===== src/hdl/hes_pkg.sv =====
// Package for the haptic envelope sequencer: command, event and state types.
// Used by hes_front, hes_divider, hes_engine and the top level.
package hes_pkg;

    localparam int IN_TDATA_W  = 88;
    localparam int OUT_TDATA_W = 40;
    localparam int DIV_STEPS   = 16;

    typedef enum logic [1:0] {
        FUNC_TICK     = 2'd0,
        FUNC_PLAY     = 2'd1,
        FUNC_LOAD_EV  = 2'd2,
        FUNC_LOAD_SEQ = 2'd3
    } func_t;

    typedef enum logic [3:0] {
        ST_IDLE,
        ST_SEQ_RD,
        ST_EV_RD,
        ST_EV_CHK,
        ST_MUL,
        ST_SUM,
        ST_SCALE,
        ST_DIV,
        ST_EMIT
    } state_t;

    typedef struct packed {
        logic [15:0] delay;
        logic        motor;
        logic [15:0] gate;
        logic [15:0] level;
    } ev_t;

    typedef struct packed {
        func_t       func;
        logic [1:0]  pad;
        logic [15:0] elapsed;
        logic [1:0]  seq_select;
        logic [3:0]  entry_addr;
        ev_t         ev;
        logic [3:0]  seq_first;
        logic [4:0]  seq_count;
    } cmd_t;

endpackage


===== src/hdl/hes_front.sv =====
// Front end: accepts input beats, decodes them into commands, and queues them.
// Depends on hes_pkg.
module hes_front (
    input  logic                           clk,
    input  logic                           rst_n,
    input  logic                           s_tvalid,
    output logic                           s_tready,
    input  logic [hes_pkg::IN_TDATA_W-1:0] s_tdata,
    input  logic [1:0]                     s_tuser,
    output logic                           cmd_valid,
    input  logic                           cmd_pop,
    output hes_pkg::cmd_t                  cmd
);
    import hes_pkg::*;

    cmd_t       fifo_reg [2];
    logic       wr_ptr_reg, wr_ptr_next;
    logic       rd_ptr_reg, rd_ptr_next;
    logic [1:0] count_reg, count_next;
    cmd_t       dec;
    logic       push;

    // field decode
    always_comb
    begin
        dec.func       = func_t'(s_tuser);
        dec.pad        = s_tdata[1:0];
        dec.elapsed    = s_tdata[17:2];
        dec.seq_select = s_tdata[19:18];
        dec.entry_addr = s_tdata[23:20];
        dec.ev.delay   = s_tdata[39:24];
        dec.ev.motor   = s_tdata[40];
        dec.ev.gate    = s_tdata[56:41];
        dec.ev.level   = s_tdata[72:57];
        dec.seq_first  = s_tdata[76:73];
        dec.seq_count  = s_tdata[81:77];
    end

    assign s_tready  = (count_reg != 2'd2);
    assign push      = s_tvalid && s_tready;
    assign cmd_valid = (count_reg != 2'd0);
    assign cmd       = fifo_reg[rd_ptr_reg];

    always_comb
    begin
        wr_ptr_next = push ? ~wr_ptr_reg : wr_ptr_reg;
        rd_ptr_next = cmd_pop ? ~rd_ptr_reg : rd_ptr_reg;
        count_next  = count_reg + 2'(push) - 2'(cmd_pop);
    end

    always_ff @(posedge clk or negedge rst_n)
    begin
        if (!rst_n)
        begin
            wr_ptr_reg <= 1'b0;
            rd_ptr_reg <= 1'b0;
            count_reg  <= 2'd0;
        end
        else
        begin
            wr_ptr_reg <= wr_ptr_next;
            rd_ptr_reg <= rd_ptr_next;
            count_reg  <= count_next;
        end
    end

    always_ff @(posedge clk)
    begin
        if (push)
        begin
            fifo_reg[wr_ptr_reg] <= dec;
        end
    end

endmodule


===== src/hdl/hes_divider.sv =====
// Iterative restoring divider, one quotient bit per cycle, quotient saturated at 16 bits.
// Depends on hes_pkg.
module hes_divider (
    input  logic        clk,
    input  logic        rst_n,
    input  logic        start,
    input  logic [35:0] dividend,
    input  logic [15:0] divisor,
    output logic        done,
    output logic [15:0] quotient
);
    import hes_pkg::*;

    logic        busy_reg;
    logic [4:0]  cnt_reg;
    logic [15:0] rem_reg;
    logic [15:0] lo_reg;
    logic [15:0] q_reg;
    logic        done_reg;
    logic [16:0] trial;
    logic        fits;

    assign trial    = {rem_reg, lo_reg[15]};
    assign fits     = (trial >= {1'b0, divisor});
    assign done     = done_reg;
    assign quotient = q_reg;

    always_ff @(posedge clk or negedge rst_n)
    begin
        if (!rst_n)
        begin
            busy_reg <= 1'b0;
            done_reg <= 1'b0;
            cnt_reg  <= 5'd0;
        end
        else if (start)
        begin
            if (dividend[35:16] >= {4'b0, divisor})
            begin
                busy_reg <= 1'b0;
                done_reg <= 1'b1;
            end
            else
            begin
                busy_reg <= 1'b1;
                done_reg <= 1'b0;
                cnt_reg  <= 5'(DIV_STEPS);
            end
        end
        else if (busy_reg)
        begin
            cnt_reg <= cnt_reg - 5'd1;
            if (cnt_reg == 5'd1)
            begin
                busy_reg <= 1'b0;
                done_reg <= 1'b1;
            end
        end
        else
        begin
            done_reg <= 1'b0;
        end
    end

    always_ff @(posedge clk)
    begin
        if (start)
        begin
            rem_reg <= dividend[31:16];
            lo_reg  <= dividend[15:0];
            q_reg   <= 16'hFFFF;
        end
        else if (busy_reg)
        begin
            rem_reg <= fits ? 16'(trial - {1'b0, divisor}) : trial[15:0];
            q_reg   <= {q_reg[14:0], fits};
            lo_reg  <= {lo_reg[14:0], 1'b0};
        end
    end

endmodule


===== src/hdl/hes_engine.sv =====
// Back end: event and sequence stores, pad and motor state, tick sequencer, result register.
// Depends on hes_pkg and hes_divider.
module hes_engine #(
    parameter int NUM_PADS    = 4,
    parameter int EVENT_DEPTH = 16,
    parameter int SEQ_DEPTH   = 4
) (
    input  logic                            clk,
    input  logic                            rst_n,
    input  logic [2:0]                      num_sequences,
    input  logic                            cmd_valid,
    input  hes_pkg::cmd_t                   cmd,
    output logic                            cmd_pop,
    output logic                            m_tvalid,
    input  logic                            m_tready,
    output logic [hes_pkg::OUT_TDATA_W-1:0] m_tdata
);
    import hes_pkg::*;

    localparam int PADW = (NUM_PADS > 1) ? $clog2(NUM_PADS) : 1;
    localparam int SAW  = (SEQ_DEPTH > 1) ? $clog2(SEQ_DEPTH) : 1;
    localparam int EA_W = $clog2(EVENT_DEPTH);
    localparam int PW   = $clog2(EVENT_DEPTH + 1);
    localparam int SUMW = EA_W + 6;

    // stores (undefined until written)
    ev_t             ev_mem [EVENT_DEPTH];
    logic [EA_W-1:0] seq_first_mem [SEQ_DEPTH];
    logic [PW-1:0]   seq_cnt_mem [SEQ_DEPTH];
    ev_t             ev_rd_reg;
    logic [EA_W-1:0] seq_first_rd_reg;
    logic [PW-1:0]   seq_cnt_rd_reg;

    // per-pad and per-motor state, motor arrays indexed [motor][pad]
    logic            pad_active_reg [NUM_PADS];
    logic [1:0]      pad_seq_reg [NUM_PADS];
    logic [PW-1:0]   pad_pos_reg [NUM_PADS];
    logic [15:0]     pad_acc_reg [NUM_PADS];
    logic [15:0]     mot_elapsed_reg [2][NUM_PADS];
    logic [15:0]     mot_gate_reg [2][NUM_PADS];
    logic [15:0]     mot_start_reg [2][NUM_PADS];
    logic [15:0]     mot_target_reg [2][NUM_PADS];

    state_t          state_reg, state_next;
    cmd_t            cmd_reg;
    logic [EA_W-1:0] first_reg;
    logic [PW-1:0]   cnt_reg;
    logic [PW-1:0]   pos_reg;
    logic [15:0]     acc_reg;
    logic            msel_reg;
    logic [31:0]     p1_reg;
    logic [33:0]     p2_reg;
    logic [15:0]     den_reg;
    logic [31:0]     num_reg;
    logic [15:0]     spd_low_reg, spd_high_reg;
    logic            out_valid_reg;
    logic [1:0]      out_pad_reg;
    logic [15:0]     out_low_reg, out_high_reg;

    // decode and datapath
    logic [PADW-1:0] q_pad_idx, pad_idx;
    logic            q_pad_ok;
    logic [SAW-1:0]  seq_raddr;
    logic [SUMW-1:0] first_red;
    logic [PW-1:0]   cnt_clamped;
    logic [SUMW-1:0] ev_sum;
    logic [EA_W-1:0] ev_raddr;
    logic            pos_lt_cnt;
    logic            ev_due;
    logic [16:0]     acc_sum;
    logic [15:0]     acc_sat;
    logic [15:0]     e_cur, g_cur, st_cur, tg_cur;
    logic [16:0]     e_sum;
    logic            ramp;
    logic signed [16:0] lvl_diff;
    logic signed [33:0] lvl_prod;
    logic signed [34:0] num_sum;
    logic [47:0]     scaled;
    logic            out_free;

    // control decode
    logic            ev_we, seq_we, play_go, tick_go, wb_pad, apply_ev, div_start;
    logic            div_done;
    logic [15:0]     div_q;

    assign q_pad_idx  = PADW'(cmd.pad);
    assign q_pad_ok   = (32'(cmd.pad) < NUM_PADS);
    assign pad_idx    = PADW'(cmd_reg.pad);
    assign seq_raddr  = SAW'(pad_seq_reg[q_pad_idx]);
    assign pos_lt_cnt = (pos_reg < cnt_reg);
    assign ev_due     = (acc_reg >= ev_rd_reg.delay);
    assign out_free   = !out_valid_reg || m_tready;

    always_comb
    begin
        first_red = SUMW'(cmd.seq_first);
        for (int i = 0; i < 3; i++)
        begin
            if (first_red >= SUMW'(EVENT_DEPTH))
            begin
                first_red = first_red - SUMW'(EVENT_DEPTH);
            end
        end
        cnt_clamped = (32'(cmd.seq_count) > EVENT_DEPTH) ? PW'(EVENT_DEPTH)
                                                          : PW'(cmd.seq_count);
    end

    // event address wraps once at most: first < depth, position < count <= depth
    always_comb
    begin
        ev_sum = SUMW'(first_reg) + SUMW'(pos_reg);
        if (ev_sum >= SUMW'(EVENT_DEPTH))
        begin
            ev_sum = ev_sum - SUMW'(EVENT_DEPTH);
        end
        ev_raddr = EA_W'(ev_sum);
    end

    always_comb
    begin
        acc_sum = {1'b0, pad_acc_reg[pad_idx]} + {1'b0, cmd_reg.elapsed};
        acc_sat = acc_sum[16] ? 16'hFFFF : acc_sum[15:0];
    end

    always_comb
    begin
        e_cur    = mot_elapsed_reg[msel_reg][pad_idx];
        g_cur    = mot_gate_reg[msel_reg][pad_idx];
        st_cur   = mot_start_reg[msel_reg][pad_idx];
        tg_cur   = mot_target_reg[msel_reg][pad_idx];
        e_sum    = {1'b0, e_cur} + {1'b0, cmd_reg.elapsed};
        ramp     = (e_sum < {1'b0, g_cur});
        lvl_diff = $signed({1'b0, tg_cur}) - $signed({1'b0, st_cur});
        lvl_prod = lvl_diff * $signed({1'b0, e_sum[15:0]});
        num_sum  = $signed({3'b0, p1_reg}) + $signed({p2_reg[33], p2_reg});
        scaled   = {num_reg, 16'b0} - {16'b0, num_reg};
    end

    // next state
    always_comb
    begin
        state_next = state_reg;
        unique case (state_reg)
            ST_IDLE:
            begin
                if (cmd_valid && (cmd.func == FUNC_TICK) && q_pad_ok)
                begin
                    state_next = pad_active_reg[q_pad_idx] ? ST_SEQ_RD : ST_EMIT;
                end
            end
            ST_SEQ_RD: state_next = ST_EV_RD;
            ST_EV_RD:  state_next = pos_lt_cnt ? ST_EV_CHK : ST_MUL;
            ST_EV_CHK: state_next = ev_due ? ST_EV_RD : ST_MUL;
            ST_MUL:    state_next = ST_SUM;
            ST_SUM:    state_next = ST_SCALE;
            ST_SCALE:  state_next = ST_DIV;
            ST_DIV:
            begin
                if (div_done)
                begin
                    state_next = msel_reg ? ST_EMIT : ST_MUL;
                end
            end
            ST_EMIT:   state_next = out_free ? ST_IDLE : ST_EMIT;
            default:   state_next = ST_IDLE;
        endcase
    end

    // outputs of the sequencer
    always_comb
    begin
        cmd_pop   = 1'b0;
        ev_we     = 1'b0;
        seq_we    = 1'b0;
        play_go   = 1'b0;
        tick_go   = 1'b0;
        wb_pad    = 1'b0;
        apply_ev  = 1'b0;
        div_start = 1'b0;
        unique case (state_reg)
            ST_IDLE:
            begin
                cmd_pop = cmd_valid;
                if (cmd_valid)
                begin
                    unique case (cmd.func)
                        FUNC_LOAD_EV:  ev_we  = (32'(cmd.entry_addr) < EVENT_DEPTH);
                        FUNC_LOAD_SEQ: seq_we = (32'(cmd.seq_select) < SEQ_DEPTH);
                        FUNC_PLAY:     play_go = q_pad_ok
                                           && ({1'b0, cmd.seq_select} < num_sequences)
                                           && (32'(cmd.seq_select) < SEQ_DEPTH);
                        FUNC_TICK:     tick_go = q_pad_ok;
                        default:       ;
                    endcase
                end
            end
            ST_EV_RD:  wb_pad = !pos_lt_cnt;
            ST_EV_CHK:
            begin
                apply_ev = ev_due;
                wb_pad   = !ev_due;
            end
            ST_SCALE:  div_start = 1'b1;
            default:   ;
        endcase
    end

    hes_divider u_div (
        .clk      (clk),
        .rst_n    (rst_n),
        .start    (div_start),
        .dividend (scaled[47:12]),
        .divisor  (den_reg),
        .done     (div_done),
        .quotient (div_q)
    );

    // stores, registered read
    always_ff @(posedge clk)
    begin
        if (ev_we)
        begin
            ev_mem[EA_W'(cmd.entry_addr)] <= cmd.ev;
        end
        ev_rd_reg <= ev_mem[ev_raddr];
    end

    always_ff @(posedge clk)
    begin
        if (seq_we)
        begin
            seq_first_mem[SAW'(cmd.seq_select)] <= EA_W'(first_red);
            seq_cnt_mem[SAW'(cmd.seq_select)]   <= cnt_clamped;
        end
        seq_first_rd_reg <= seq_first_mem[seq_raddr];
        seq_cnt_rd_reg   <= seq_cnt_mem[seq_raddr];
    end

    // control state
    always_ff @(posedge clk or negedge rst_n)
    begin
        if (!rst_n)
        begin
            state_reg     <= ST_IDLE;
            msel_reg      <= 1'b0;
            out_valid_reg <= 1'b0;
            for (int p = 0; p < NUM_PADS; p++)
            begin
                pad_active_reg[p] <= 1'b0;
                pad_seq_reg[p]    <= 2'd0;
                pad_pos_reg[p]    <= '0;
                pad_acc_reg[p]    <= 16'd0;
                for (int m = 0; m < 2; m++)
                begin
                    mot_elapsed_reg[m][p] <= 16'd0;
                    mot_gate_reg[m][p]    <= 16'd0;
                    mot_start_reg[m][p]   <= 16'd0;
                    mot_target_reg[m][p]  <= 16'd0;
                end
            end
        end
        else
        begin
            state_reg <= state_next;
            if (play_go)
            begin
                pad_active_reg[q_pad_idx] <= 1'b1;
                pad_seq_reg[q_pad_idx]    <= cmd.seq_select;
                pad_pos_reg[q_pad_idx]    <= '0;
                pad_acc_reg[q_pad_idx]    <= 16'd0;
            end
            if (wb_pad)
            begin
                pad_pos_reg[pad_idx] <= pos_reg;
                pad_acc_reg[pad_idx] <= acc_reg;
            end
            if (apply_ev)
            begin
                mot_elapsed_reg[ev_rd_reg.motor][pad_idx] <= 16'd0;
                mot_gate_reg[ev_rd_reg.motor][pad_idx]    <= ev_rd_reg.gate;
                mot_start_reg[ev_rd_reg.motor][pad_idx]   <=
                    mot_target_reg[ev_rd_reg.motor][pad_idx];
                mot_target_reg[ev_rd_reg.motor][pad_idx]  <= ev_rd_reg.level;
            end
            if ((state_reg == ST_MUL) && ramp)
            begin
                mot_elapsed_reg[msel_reg][pad_idx] <= e_sum[15:0];
            end
            if (tick_go)
            begin
                msel_reg <= 1'b0;
            end
            else if ((state_reg == ST_DIV) && div_done)
            begin
                msel_reg <= 1'b1;
            end
            if ((state_reg == ST_EMIT) && out_free)
            begin
                out_valid_reg <= 1'b1;
            end
            else if (m_tready)
            begin
                out_valid_reg <= 1'b0;
            end
        end
    end

    // working and result payload
    always_ff @(posedge clk)
    begin
        if (tick_go)
        begin
            cmd_reg      <= cmd;
            spd_low_reg  <= 16'd0;
            spd_high_reg <= 16'd0;
        end
        if (state_reg == ST_SEQ_RD)
        begin
            first_reg <= seq_first_rd_reg;
            cnt_reg   <= seq_cnt_rd_reg;
            pos_reg   <= pad_pos_reg[pad_idx];
            acc_reg   <= acc_sat;
        end
        if (apply_ev)
        begin
            acc_reg <= acc_reg - ev_rd_reg.delay;
            pos_reg <= pos_reg + PW'(1);
        end
        if (state_reg == ST_MUL)
        begin
            p1_reg  <= ramp ? (st_cur * g_cur) : {16'd0, tg_cur};
            p2_reg  <= ramp ? lvl_prod : 34'sd0;
            den_reg <= ramp ? g_cur : 16'd1;
        end
        if (state_reg == ST_SUM)
        begin
            num_reg <= num_sum[34] ? 32'd0 : num_sum[31:0];
        end
        if ((state_reg == ST_DIV) && div_done)
        begin
            if (msel_reg)
            begin
                spd_high_reg <= div_q;
            end
            else
            begin
                spd_low_reg <= div_q;
            end
        end
        if ((state_reg == ST_EMIT) && out_free)
        begin
            out_pad_reg  <= cmd_reg.pad;
            out_low_reg  <= spd_low_reg;
            out_high_reg <= spd_high_reg;
        end
    end

    assign m_tvalid = out_valid_reg;
    assign m_tdata  = {6'd0, out_high_reg, out_low_reg, out_pad_reg};

endmodule


===== src/hdl/haptic_envelope_sequencer.sv =====
// Haptic envelope sequencer top level: front end, command queue and back-end engine.
// Depends on hes_pkg, hes_front, hes_engine.
//
// Two-motor piecewise linear vibration envelope player for up to NUM_PADS pads.
// Each input beat carries a command in s_axis_tuser: tick, play a sequence,
// load an event entry, or load a sequence descriptor. Loads and play take
// effect as the engine takes them and produce no output. A tick advances the
// pad's time, applies every due event of its sequence in order (each one
// starts a linear ramp on its motor from the last target to the event level
// over the event's gate time), then reports both motor speeds, scaled to
// 0..65535 and saturated, as one output beat; an idle pad reports zeros and
// a pad number of NUM_PADS or more gives no beat. Levels and times are unsigned
// Q4.12. Most of a tick's time in the engine is the shared 16-step divider,
// run once per motor. A two-entry queue decouples the input from the engine
// and an output register holds the result, so the input keeps accepting while
// a result waits, until the queue is full. The user must write num_sequences
// through cfg_we / cfg_wdata only while the block is idle; the block does not
// enforce this. Event and descriptor stores are not cleared at reset.
module haptic_envelope_sequencer #(
    parameter int NUM_PADS    = 4,
    parameter int EVENT_DEPTH = 16,
    parameter int SEQ_DEPTH   = 4
) (
    input  logic                            clk,
    input  logic                            rst_n,
    input  logic                            cfg_we,
    input  logic [2:0]                      cfg_wdata,      // num_sequences
    input  logic                            s_axis_tvalid,
    output logic                            s_axis_tready,
    // pad[1:0] elapsed[17:2] seq_select[19:18] entry_addr[23:20] ev_delay[39:24]
    // ev_motor[40] ev_gate[56:41] ev_level[72:57] seq_first[76:73] seq_count[81:77]
    input  logic [hes_pkg::IN_TDATA_W-1:0]  s_axis_tdata,
    input  logic [1:0]                      s_axis_tuser,   // func
    output logic                            m_axis_tvalid,
    input  logic                            m_axis_tready,
    // out_pad[1:0] low_speed[17:2] high_speed[33:18]
    output logic [hes_pkg::OUT_TDATA_W-1:0] m_axis_tdata
);
    import hes_pkg::*;

    logic [2:0] num_seq_reg;
    logic       cmd_valid;
    logic       cmd_pop;
    cmd_t       cmd;

    // sequence count register
    always_ff @(posedge clk or negedge rst_n)
    begin
        if (!rst_n)
        begin
            num_seq_reg <= 3'd0;
        end
        else if (cfg_we)
        begin
            num_seq_reg <= cfg_wdata;
        end
    end

    hes_front u_front (
        .clk       (clk),
        .rst_n     (rst_n),
        .s_tvalid  (s_axis_tvalid),
        .s_tready  (s_axis_tready),
        .s_tdata   (s_axis_tdata),
        .s_tuser   (s_axis_tuser),
        .cmd_valid (cmd_valid),
        .cmd_pop   (cmd_pop),
        .cmd       (cmd)
    );

    hes_engine #(
        .NUM_PADS    (NUM_PADS),
        .EVENT_DEPTH (EVENT_DEPTH),
        .SEQ_DEPTH   (SEQ_DEPTH)
    ) u_engine (
        .clk           (clk),
        .rst_n         (rst_n),
        .num_sequences (num_seq_reg),
        .cmd_valid     (cmd_valid),
        .cmd           (cmd),
        .cmd_pop       (cmd_pop),
        .m_tvalid      (m_axis_tvalid),
        .m_tready      (m_axis_tready),
        .m_tdata       (m_axis_tdata)
    );

endmodule


===== config.mk =====
export PLATFORM = sky130hd
export DESIGN_NAME = haptic_envelope_sequencer
export DESIGN_NICKNAME = d
export VERILOG_FILES = /design/src/hdl/hes_pkg.sv /design/src/hdl/hes_front.sv /design/src/hdl/hes_divider.sv /design/src/hdl/hes_engine.sv /design/src/hdl/haptic_envelope_sequencer.sv
export SDC_FILE = /design/constraint.sdc
export NUM_CORES = 2
export LEC_CHECK = 0
export ABC_CLOCK_PERIOD_IN_PS = 15500
export BUFFER_PORTS_ARGS = -buffer_cell sky130_fd_sc_hd__buf_2
export CAP_MARGIN = 5
export CORE_MARGIN = 4
export CORE_UTILIZATION = 65
export CTS_BUF_LIST = sky130_fd_sc_hd__clkbuf_4 sky130_fd_sc_hd__clkbuf_8 sky130_fd_sc_hd__clkbuf_16
export DETAILED_ROUTE_END_ITERATION = 7
export HOLD_SLACK_MARGIN = 0.08
export PLACE_DENSITY = 0.82
export REMOVE_ABC_BUFFERS = 1
export SLEW_MARGIN = 10
export SYNTH_ARGS = -nofsm -noshare
export SYNTH_HDL_FRONTEND = slang
export SYNTH_SLANG_ARGS = --single-unit

===== constraint.sdc =====
create_clock -name clk -period 15.5 [get_ports clk]
set_input_delay 1.55 -clock clk [delete_from_list [all_inputs] [get_ports clk]]
set_output_delay 1.55 -clock clk [all_outputs]
set_load 0.02 [all_outputs]

# Word-level counts from Yosys, hierarchy flattened
# Memories as Yosys holds them, arrays and structs flattened. A register that Yosys moved wholly into a read port is not among the register bits.
# Index checks and enable logic that the tools add are counted.
dict set report totals {
  register_bits 904
  ramBits 988
  wordCells 299
  n_memories 4
  inputBits 98
}
# memory words word_bits read_ports rd_ports_with_merged_regs wr line
set mem_list {}
lappend mem_list {u_engine.ev_mem 16 49 1 1 1 hes_engine.sv:27} ;# ev_t ev_mem [EVENT_DEPTH];
lappend mem_list {u_front.fifo_reg 2 84 1 0 1 hes_front.sv:16} ;# cmd_t fifo_reg [2];
lappend mem_list {u_engine.seq_cnt_mem 4 5 1 1 1 hes_engine.sv:29} ;# logic [PW-1:0] seq_cnt_mem [SEQ_DEPTH];
lappend mem_list {u_engine.seq_first_mem 4 4 1 1 1 hes_engine.sv:28} ;# logic [EA_W-1:0] seq_first_mem [SEQ_DEPTH];
dict set report classes {
  n_lt_le_gt_ge 16
  eq_ne 17
  reduce_logical 22
  multipliers 2
  muxes 135
  addsub 13
  n_bitwise 13
}
# op n
set op_table {}
lappend op_table {{$mux 64} 19}
lappend op_table {{$bwmux 128} 4}
lappend op_table {{$mux 16} 29}
lappend op_table {{$mux 128} 2}
lappend op_table {{$bmux 16 s2} 6}
lappend op_table {{$and 128x128->128} 1}
lappend op_table {{$demux 64 s1} 2}
lappend op_table {{$not 128->128} 1}
lappend op_table {{$and 64x64->64} 1}
lappend op_table {{$bwmux 64} 1}
lappend op_table {{$demux 16 s2} 2}
lappend op_table {{$not 64->64} 1}
lappend op_table {{$mux 5} 10}
lappend op_table {{$sub 48x32->48} 1}
lappend op_table {{$mux 20} 2}
lappend op_table {{$mux 1} 36}
lappend op_table {{$pmux 4 s9} 1}
lappend op_table {{$add 33x34->35} 1}
lappend op_table {{$add 16x16->17} 2}
lappend op_table {{$mul 17x17->34} 1}
lappend op_table {{$mul 16x16->32} 1}
lappend op_table {{$sub 16x16->16} 2}
lappend op_table {{$mux 4} 6}
lappend op_table {{$and 20x20->20} 1}
lappend op_table {{52 further kinds} 85}

# Logic depth before layout (Yosys ltp)
dict set report logic_depth {
  word_depth 12
  ltp_mapped 45
}

# Cells and area by module
# A second synthesis with hierarchy kept.
dict set report unflattened {
  hier_cells 8057
  area_unflattened_um2 103225.3
}
# mod instances seq_area_each_um2 cells_each area_per_inst_um2
set modules_own_cells {}
lappend modules_own_cells {hes_engine 1 47675.7 7402 93116.8}
lappend modules_own_cells {hes_front 1 5144.9 278 6264.8}
lappend modules_own_cells {hes_divider 1 1456.4 371 3734.8}
lappend modules_own_cells {haptic_envelope_sequencer 1 75.1 6 108.9}

# Least setup slack after synthesis
# OpenSTA, ideal clock, no wires.
dict set report synth_timing {
  path_kind {reg-to-reg}
  startpoint {reg u_engine.cmd_reg (netlist bit u_engine.pad_idx[1])}
  endpoint {reg u_engine.p2_reg[33] (data pin)}
  path_stages_with_launch 38
  period_less_slack_ns 10.120
  slack_ns 5.380
  n_path_buf 4
  arrival_time_ns 9.855
  setup_time_ns 0.265
  path_cell_list {edfxtp_1 -> nand2b_1 -> buf_2 -> nor2_1 -> clkbuf_1 -> clkbuf_1 -> a22oi_1 -> nand4_1 -> clkinv_1 -> ha_1 -> nor2b_1 -> o21ai_0 -> a21boi_1 -> o211ai_1 -> a21oi_1 -> o31ai_1 -> o211ai_1 -> a31oi_1 -> [... 2 more ...] -> fa_1 -> fa_1 -> inv_1 -> fa_1 -> fa_1 -> fa_1 -> inv_1 -> fa_1 -> inv_1 -> ha_1 -> a21o_1 -> a21o_1 -> a221oi_1 -> o21ai_1 -> a31oi_1 -> o21ai_0 -> and4b_1 -> or3_1}
}
dict set report synth_via {
  elab_chain_len 6
  word_cells_on_any_way 17
  cone_classes {add/sub: 2; mul: 1; order compare: 1; mux: 12; bitwise: 1}
}
# element line
set synth_rtl {}
lappend synth_rtl {{start, declared} hes_engine.sv:45} ;# cmd_t cmd_reg;
lappend synth_rtl {{start signal, assigned} hes_engine.sv:313} ;# cmd_reg <= cmd;
lappend synth_rtl {{$not 2->3 (implied by the code) *} --}
lappend synth_rtl {{$bmux 16 s2, on equally long branches} {hes_engine.sv:130, hes_engine.sv:127, hes_engine.sv:129}}
lappend synth_rtl {{$mux 16, on equally long branches (2 in series)} {hes_engine.sv:130, hes_engine.sv:127, hes_engine.sv:129}}
lappend synth_rtl {{$sub 16x16->17 / $add 16x16->17 (equally long branches)} {hes_engine.sv:133, hes_engine.sv:131}}
lappend synth_rtl {{$mul 17x17->34 / $lt 17x16->1 (equally long branches)} {hes_engine.sv:134, hes_engine.sv:132}}
lappend synth_rtl {{end signal, assigned} hes_engine.sv:332} ;# p2_reg <= ramp ? lvl_prod : 34'sd0;
lappend synth_rtl {{end, declared} hes_engine.sv:52} ;# logic [33:0] p2_reg;
# Mark *: on every way between the ends. The rest lies on a longest branch, timed or not. The select of a mux whose other input is x is not followed.
# A chain may end at the register's enable or synchronous reset.

# Worst setup path in the final report
dict set report layout_timing {
  startpoint {reg u_engine.cmd_reg (netlist bit u_engine.pad_idx[0])}
  endpoint {reg u_engine.p2_reg[33] (data pin)}
}
# Same word-level chain as after synthesis.

==> impl_metrics.py <==
metrics = {
    "critical_path": {
        "cpPeakStageDelay_ps": 890,
        "cp_data_required_time_ps": 16050,
        "crit_top_cell": "fa_1",
        "critical_path_class": "reg2reg",
        "cp-end-kind": "flip-flop",
        "cp-start-kind": "flip-flop",
        "critPathArrivalTime_ps": 13290,
        "crit_slowest_cell": "edfxtp_1",
        "crit_fanout": 37,
    },
    "global_route": {
        "grtUsageTotal_pct": 34.11,
        "grt_pass1_vias": 69390,
        "overflow": 0,
        "grt_pass1_wl_um": 420900,
        "grt_max_degree": 197,
        "grt_antenna_before_repair": 14,
    },
    "synth": {
        "async_reset_ff_share_pct": 32.21,
        "yosys-top-cells-area": "edfxtp_1 36%, dfrtp_1 15%, fa_1 9.4%",
        "yosysSeqAreaShare_pct": 53.02,
        "yosys_warnings": 0,
        "synthCells": 7769,
        "synth_top_area_share_pct": 35.62,
        "synth_top_area_cell": "edfxtp_1",
        "syn_avg_cell_area_um2": 13.19,
        "syn-cell-area_um2": 102500,
        "ys_ff_latch": 1950,
        "ys_types": 102,
        "synth_edf_count": 1216,
        "synth_top_flop_cell": "edfxtp_1",
    },
    "timing": {
        "min_period_ps": 12740,
        "slew_viol_final": 0,
        "finClkSkew_ps": 80.02,
        "rsz0062_at_grt": "false",
        "fmax_mhz": 78.48,
        "setup_violations": 0,
        "hold_viol": 0,
        "finalCritPeriodShare_pct": 82.21,
        "worst_slew_pin_slew_ps": 1270,
        "tns_ps": 0,
        "slew_headroom_pct": 15.11,
    },
    "clock_network": {
        "cts_max_path_buffers": 3,
        "cts_made_buffers": 187,
        "tritoncts": "yes",
        "htree_levels": 4,
        "clock-sinks": 1950,
        "worstSkewPairLatency_ps": 860,
        "postCtsSetupRepairBufs": 0,
        "hold_buffers": 0,
        "clk_pin_slew_ps": 70,
        "ctsResizeCount": 0,
        "cts-root-buf": "clkbuf_16",
    },
    "finish": {
        "drive_above_1_share_pct": 17.74,
        "num-nets-final": 8797,
        "largest_reg_flops": 784,
        "mostFrequentLayoutCell": "edfxtp_1",
        "fin_cells": 10090,
        "area_growth_pct": 9.303,
        "final_cell_mix": "1216 x edfxtp_1, 883 x inv_1, 675 x nand2_1",
    },
    "place": {
        "dp_cells": 9724,
        "io_buffers": 127,
        "dp_hpwl_um": 169400,
        "gp_congestion": 0.9634,
    },
    "route": {
        "routed_wl_um": 277100,
        "vias": 66480,
        "wire_per_inst_um": 27.47,
        "post_drt_via_cell_ratio": 6.591,
        "drcViolationCount": 0,
        "drtIter0Drc": 7462,
        "postRouteAntennaNets": 0,
        "drtPass1Iterations": 5,
    },
    "floorplan": {
        "ios": 140,
        "die_x_um": 405.1,
        "die_h_um": 405.1,
        "num_rows": 145,
        "start_util_pct": 65.47,
        "dieArea_um2": 164100,
        "coreArea_um2": 156600,
    },
    "job": {
        "maxCapViolations": 0,
    },
    "worst_hold_path": {
        "hold_path.class": "reg2reg",
    },
    "outcome": {
        "status": "complete, no violations",
    },
}
-- path summary, 6_finish.rpt --
| check | startpoint | end | slack (ps) | cells after the start |
|---|---|---|---|---|
| hold reg to reg | u_engine.seq_first_rd_reg[0]$_DFF_P_ | u_engine.first_reg[0]$_DFFE_PP_ | 410 | 0 |
| setup reg to reg | u_engine.pad_idx[0]$_DFFE_PP_ | u_engine.p2_reg[33]$_SDFFCE_PP0P_ | 2760 | 35 |
| min in group asynchronous | rst_n | num_seq_reg[1]$_DFFE_PN0P_ | 750 | 1 |
| max in group asynchronous | rst_n | u_engine.mot_gate_reg[83]$_DFFE_PN0P_ | 12180 | 3 |
| hold / removal | u_engine.seq_first_rd_reg[0]$_DFF_P_ | u_engine.first_reg[0]$_DFFE_PP_ | 410 | 0 |
| setup / recovery | u_engine.pad_idx[0]$_DFFE_PP_ | u_engine.p2_reg[33]$_SDFFCE_PP0P_ | 2760 | 35 |
-- layout make-up --
cell class / count / area [um^2]
Antenna cell: 10 / 25.02
Clock buffer: 241 / 5197
Clock inverter: 110 / 1239
Fill cell: 9678 / 44520
Inverter: 895 / 3361
Multi-Input combinational cell: 4573 / 43630
Sequential cell: 1950 / 54360
Tap cell: 2058 / 2575
Timing Repair Buffer: 249 / 1657
-- per-stage QoR --
stage | worst slack (ps) | utilization (%) | cell area [um^2] | hold WS (ps)
after global placement | 3241 | 67.42 | 105600 | 389.4
after floorplan | 1759 | - | 101000 | 385.5
after CTS | 2952 | 71.53 | 112000 | 406.7
after global routing | 2205 | 71.55 | 112000 | 419.5
after detailed placement | 3042 | 67.42 | 105600 | 394.2
final | 2758 | 71.56 | 112000 | 410.8
-- cell families after synthesis --
group	after synthesis	share of synthesized area [%]
DFF	1950	53.02
and+or+nand+nor	1578	6.899
buffers and inverters	1251	4.805
AOI/OAI and AO/OA	1056	7.177
muxes	910	12.75
adders and majority gates	843	13.80
xor gates and xnor gates	180	1.538
other	1	0.003658
-- layer usage --
metal / global-route usage [%] / up-vias / wire [um] / share of wire (%)
met2: 56.18 / 4202 / 135400 / 49
li1: - / 27830 / - / -
met4: 16.80 / 4 / 15160 / 5.5
met3: 6.849 / 925 / 27710 / 10
met5: 0 / - / 28 / 0.010
met1: 43.73 / 33520 / 98830 / 36
-- synthesized netlist by cell type, types with 45 or more instances --
master    number
mux2i_1      147
and2_1        67
nand4_1       48
o21ai_0      121
a31oi_1       80
fa_1         480
a22o_1        60
edfxtp_1    1216
a21o_1        55
mux2_2       473
xnor2_1      111
o22ai_1      121
clkbuf_1     219
dfxtp_1      106
a211oi_1      69
mux4_2       267
nand2b_1      57
buf_2         57
dfrtp_1      628
nor2_1       442
nand3_1       58
a22oi_1      185
xor2_1        69
buf_1         45
nand2_1      675
ha_1         363
nor3_1        64
a21oi_1      158
inv_1        884
-- worst max-delay path, delay by kind of cell (launching register included) --
| family | cells | cell delay [ps] |
|---|---|---|
| adder cells (fa/ha/maj) | 8 | 4030 |
| AO/OA/AOI/OAI | 14 | 3280 |
| AND/OR/NAND/NOR | 7 | 2670 |
| buffers and inverters | 6 | 1530 |
| flip-flops | 1 | 890 |
Power is not shown: default switching activity piles up to over one toggle a cycle in this logic, so the estimate is an artifact.
